`src/hw/rtl/rrhh_ram.sv`:
```
// Generic single-clock RAM: one write port, one registered read port.
`timescale 1ns / 1ps
`default_nettype none
module rrhh_ram #(
  parameter int WIDTH = 8,
  parameter int DEPTH = 16
) (
  input  wire logic                     clk_i,
  input  wire logic                     we_i,
  input  wire logic [$clog2(DEPTH)-1:0] waddr_i,
  input  wire logic [WIDTH-1:0]         wdata_i,
  input  wire logic                     re_i,
  input  wire logic [$clog2(DEPTH)-1:0] raddr_i,
  output logic      [WIDTH-1:0]         rdata_o
);

  logic [WIDTH-1:0] mem [DEPTH];
  logic [WIDTH-1:0] rdata_q;

  always_ff @(posedge clk_i) begin
    if (we_i) mem[waddr_i] <= wdata_i;
    if (re_i) rdata_q <= mem[raddr_i];
  end

  assign rdata_o = rdata_q;

endmodule
`default_nettype wire
```
`config.mk`:
```
export PLATFORM = sky130hd
export DESIGN_NAME = rrhh_ram
export DESIGN_NICKNAME = d
export VERILOG_FILES = /design/src/hw/rtl/rrhh_ram.sv
export SDC_FILE = /design/constraint.sdc
export NUM_CORES = 1
export LEC_CHECK = 0
export ABC_AREA = 0
export BUFFER_PORTS_ARGS = -buffer_cell sky130_fd_sc_hd__buf_2
export CAP_MARGIN = 30
export CORE_MARGIN = 2
export CORE_UTILIZATION = 60
export CTS_CLUSTER_DIAMETER = 100
export DETAILED_ROUTE_END_ITERATION = 10
export PLACE_DENSITY_LB_ADDON = 0.3
export SETUP_SLACK_MARGIN = 0.2
export SLEW_MARGIN = 20
export SYNTH_ARGS = -nofsm -noshare
export SYNTH_HDL_FRONTEND = slang
export SYNTH_SLANG_ARGS = --single-unit
```
`constraint.sdc`:
```
create_clock -name clk_i -period 2.4 [get_ports clk_i]
set_input_delay 0.12 -clock clk_i [delete_from_list [all_inputs] [get_ports clk_i]]
set_output_delay 0.12 -clock clk_i [all_outputs]
set_load 0.05 [all_outputs]
```
==> implementation parameters <==
Parameter                              Value

Timing
  Final critical delay including setup and external delays ... about 1.5 ns
  Relative slew margins ... a little over two fifths
  Final number of max-transition violations ... 0
  Worst-margin pin slew ... approximately 0.84 ns
  Setup repair after global routing missed its margin ... no
  Number of setup violations in the final report ... 0
  Final Skew ... around 0.0060 ns
  Highest clock rate ... between 0.6 and 0.7 GHz
  Final Hold Viols ... 0
  Final sum of negative setup slack ... 0 ns
  Final cycle utilization of the critical path ... between 60% and 70%

Yosys
  Fraction of registers with async set/reset ... 0%
  Synthesized instance count ... about 230
  Predominant post-synthesis flop cell ... edfxtp_1
  Post-synth cell types ... 18
  Synthesized cell area ... roughly 5200 um2
  Flops & latches, synth ... 136
  Number of enable flip-flop cells after synthesis ... between 100 and 150
  Syn Area/Cell ... 22.8 um2
  Post-synthesis cell type with the largest combined area ... edfxtp_1
  Yosys warning total ... 0
  Seq/Total Area, Yosys ... 78.1%
  Post-Synthesis Net Count ... 248
  Area contributors post-synth ... edfxtp_1 78%, mux4_2 7.8%, mux4_1 7.0%
  Fraction of post-synthesis cell area in the top cell type by area ... 78.1%

Die
  Effective utilization at floorplan ... slightly above 60%
  Die extent in y ... about 100 um
  Area inside the core boundary ... between 8000 and 9000 um2
  Die Span X ... approximately 97 um
  Number of cell rows ... 34
  Number of I/O pins ... 27
  Full die area ... approximately 9500 um2

Clock network
  Total of cells resized after clock tree synthesis ... 0
  Buffers from clock root to sink, at most ... 2
  Insertion delay of the later-clocked pin in the worst-skew pair ... about 0.5 ns
  Clock transition time at the flip-flop clock pins of the worst setup and hold paths ... ~0.06 ns
  Clock tree from TritonCTS ... built
  Clock tree sinks ... about 140
  Num CTS Buffers ... 17
  Deepest level of the CTS H-tree ... 4
  Buffer type at the clock tree root ... clkbuf_8
  Post-CTS Setup Inserts ... 0

Pwr
  Final Total Pwr ... 5.56 mW
  LEAKAGE ... between 2 and 2.5 nW
  Power density normalized to cell area ... slightly below 900 nW/um2
  VDD IR max ... 521 uV

Placed design
  Count of input and output buffers ... 26
  Routability congestion estimate ... between 0.7 and 0.8
  Sum of net half-perimeters after detailed placement ... slightly below 6000 um

Critical path
  Arr. time, crit path ... ~1.8 ns
  Startpoint class of the critical path ... flop
  Crit path max-delay cell type ... mux4_1
  Critical path capture point type ... flop
  Critical path required time ... roughly 2.7 ns
  Cell breakdown of the critical path ... mux4_1, a22oi_1, nand2_1
  Setup CP Type ... reg2reg
  Highest fanout seen on the critical path ... 1
  Critical path's largest stage delay ... between 0.5 and 0.6 ns

Finish
  Layout-stage area growth over the synthesis result ... 19.5%
  Fill cells ... between 400 and 500
  Diode count ... 0
  Most common library cell in the layout ignoring fill and taps ... edfxtp_1
  Total area of multi-input combinational cells ... roughly 1100 um2
  Nets ... between 300 and 400
  Commonest non-fill, non-tap cells in the layout ... 136 x edfxtp_1, 26 x buf_2, 18 x mux4_2
  Sequential cell area ... between 4000 and 5000 um2
  Layout cells sized above 1 ... between 30% and 40%

Global route
  First-pass GRT wire length ... around 15000 um
  Antenna violations before repair ... 0
  Pin count of the biggest net entering global routing ... 28
  Number of global-route vias before repair ... between 2000 and 3000
  Remaining global-route overflow ... 0
  GR Util All Layers ... approximately 22%

Job
  Maximum Capacitance Violations ... 0

Routing
  Overall via count from detail_route ... 2541
  Antenna Violating Nets Remaining ... 0
  Overall routed net length ... ~9600 um
  Vias/cell ... roughly 6.2
  Detail-routed net length per standard cell ... 23.4 um
  Pre-antenna DRT Iters ... 5
  Starting DRC count in detailed routing ... approximately 260
  DR DRC count ... 0

Worst hold path
  Path category of the worst min-delay check ... in2reg

Outcome
  Outcome ... complete, no violations
synth_stat cells, types with 2 or more instances:
library cell / instances
edfxtp_1: 136
mux4_2: 18
a22oi_1: 16
mux4_1: 14
nor2_1: 13
nand2_1: 9
nor3_1: 4
buf_2: 3
buf_6: 3
clkdlybuf4s25_2: 3
nand2b_1: 2
nand3b_1: 2
sequential cells by signal, indices dropped and copies added (netlist names):
name	cells
rdata_o	8
mem	128
area by class of cell:
| type | instances | area share [%] |
|---|---|---|
| flip-flops and latches | 136 | 65.4 |
| multi-input cells | 83 | 16.9 |
| clock buffers | 18 | 6.69 |
| repair buffers | 52 | 5.97 |
| clock inverters | 13 | 2.88 |
| well taps | 108 | 2.16 |
logic make-up (layout without fill, tap and decap cells):
group	Yosys count	in the layout	synth area share, %
AOI/OAI and AO/OA	16	16	2.30
buffers and inverters	10	83	1.65
DFF	136	136	78.1
muxes	32	32	14.8
and+or+nand+nor	35	35	3.14
path summary, 6_finish.rpt:
path / start / to / slack, ns / depth (start not counted)
setup / recovery: mem[9][4] / rdata_o[4] / 0.87 / 3
hold / removal: waddr_i[0] / mem[8][4] / 0.17 / 3
setup reg to reg: mem[9][4] / rdata_o[4] / 0.87 / 3
hold reg to reg: mem[15][0] / rdata_o[0] / 0.75 / 3
worst max-delay path, delay by kind of cell (launching register included):
family,cells,cell delay [ns]
flops,1,0.37
compound gates,1,0.30
simple gates,1,0.09
mux,1,0.51
through the flow:
| step | hold WS (ns) | instance area [um2] | setup slack (ns) | std cells | util (%) |
|---|---|---|---|---|---|
| 2_1_floorplan | 0.219 | 5230 | 0.787 | 229 | - |
| 3_3_place_gp | 0.492 | 5560 | 0.539 | 370 | 64.7 |
| 3_5_place_dp | 0.488 | 5560 | 0.512 | 370 | 64.7 |
| 4_1_cts | 0.148 | 6250 | 0.870 | 410 | 72.7 |
| 5_1_grt | 0.177 | 6250 | 0.839 | 410 | 72.7 |
| 6_report | 0.174 | 6250 | 0.867 | 410 | 72.7 |
power by group:
part | internal (mW) | switching (mW)
clock | 1.67 | 0.909
combinational | 0.113 | 0.173
sequential | 2.68 | 0.0152
total | 4.46 | 1.10
metal layers:
| metal | up-vias | wire, um | global-route usage [%] |
|---|---|---|---|
| met5 | - | 0 | 0 |
| met4 | 0 | 166 | 8.97 |
| met3 | 15 | 788 | 7.05 |
| met2 | 130 | 4700 | 32.4 |
| met1 | 1289 | 3960 | 31.8 |
| li1 | 1107 | - | - |
what timing repair did:
action | CTS | global route
hold endpoints to repair | 136 | 0
setup endpoints to repair | 0 | 0
hold buffers | 9 | 0
No activity file was read; power rests on OpenSTA's default activity.
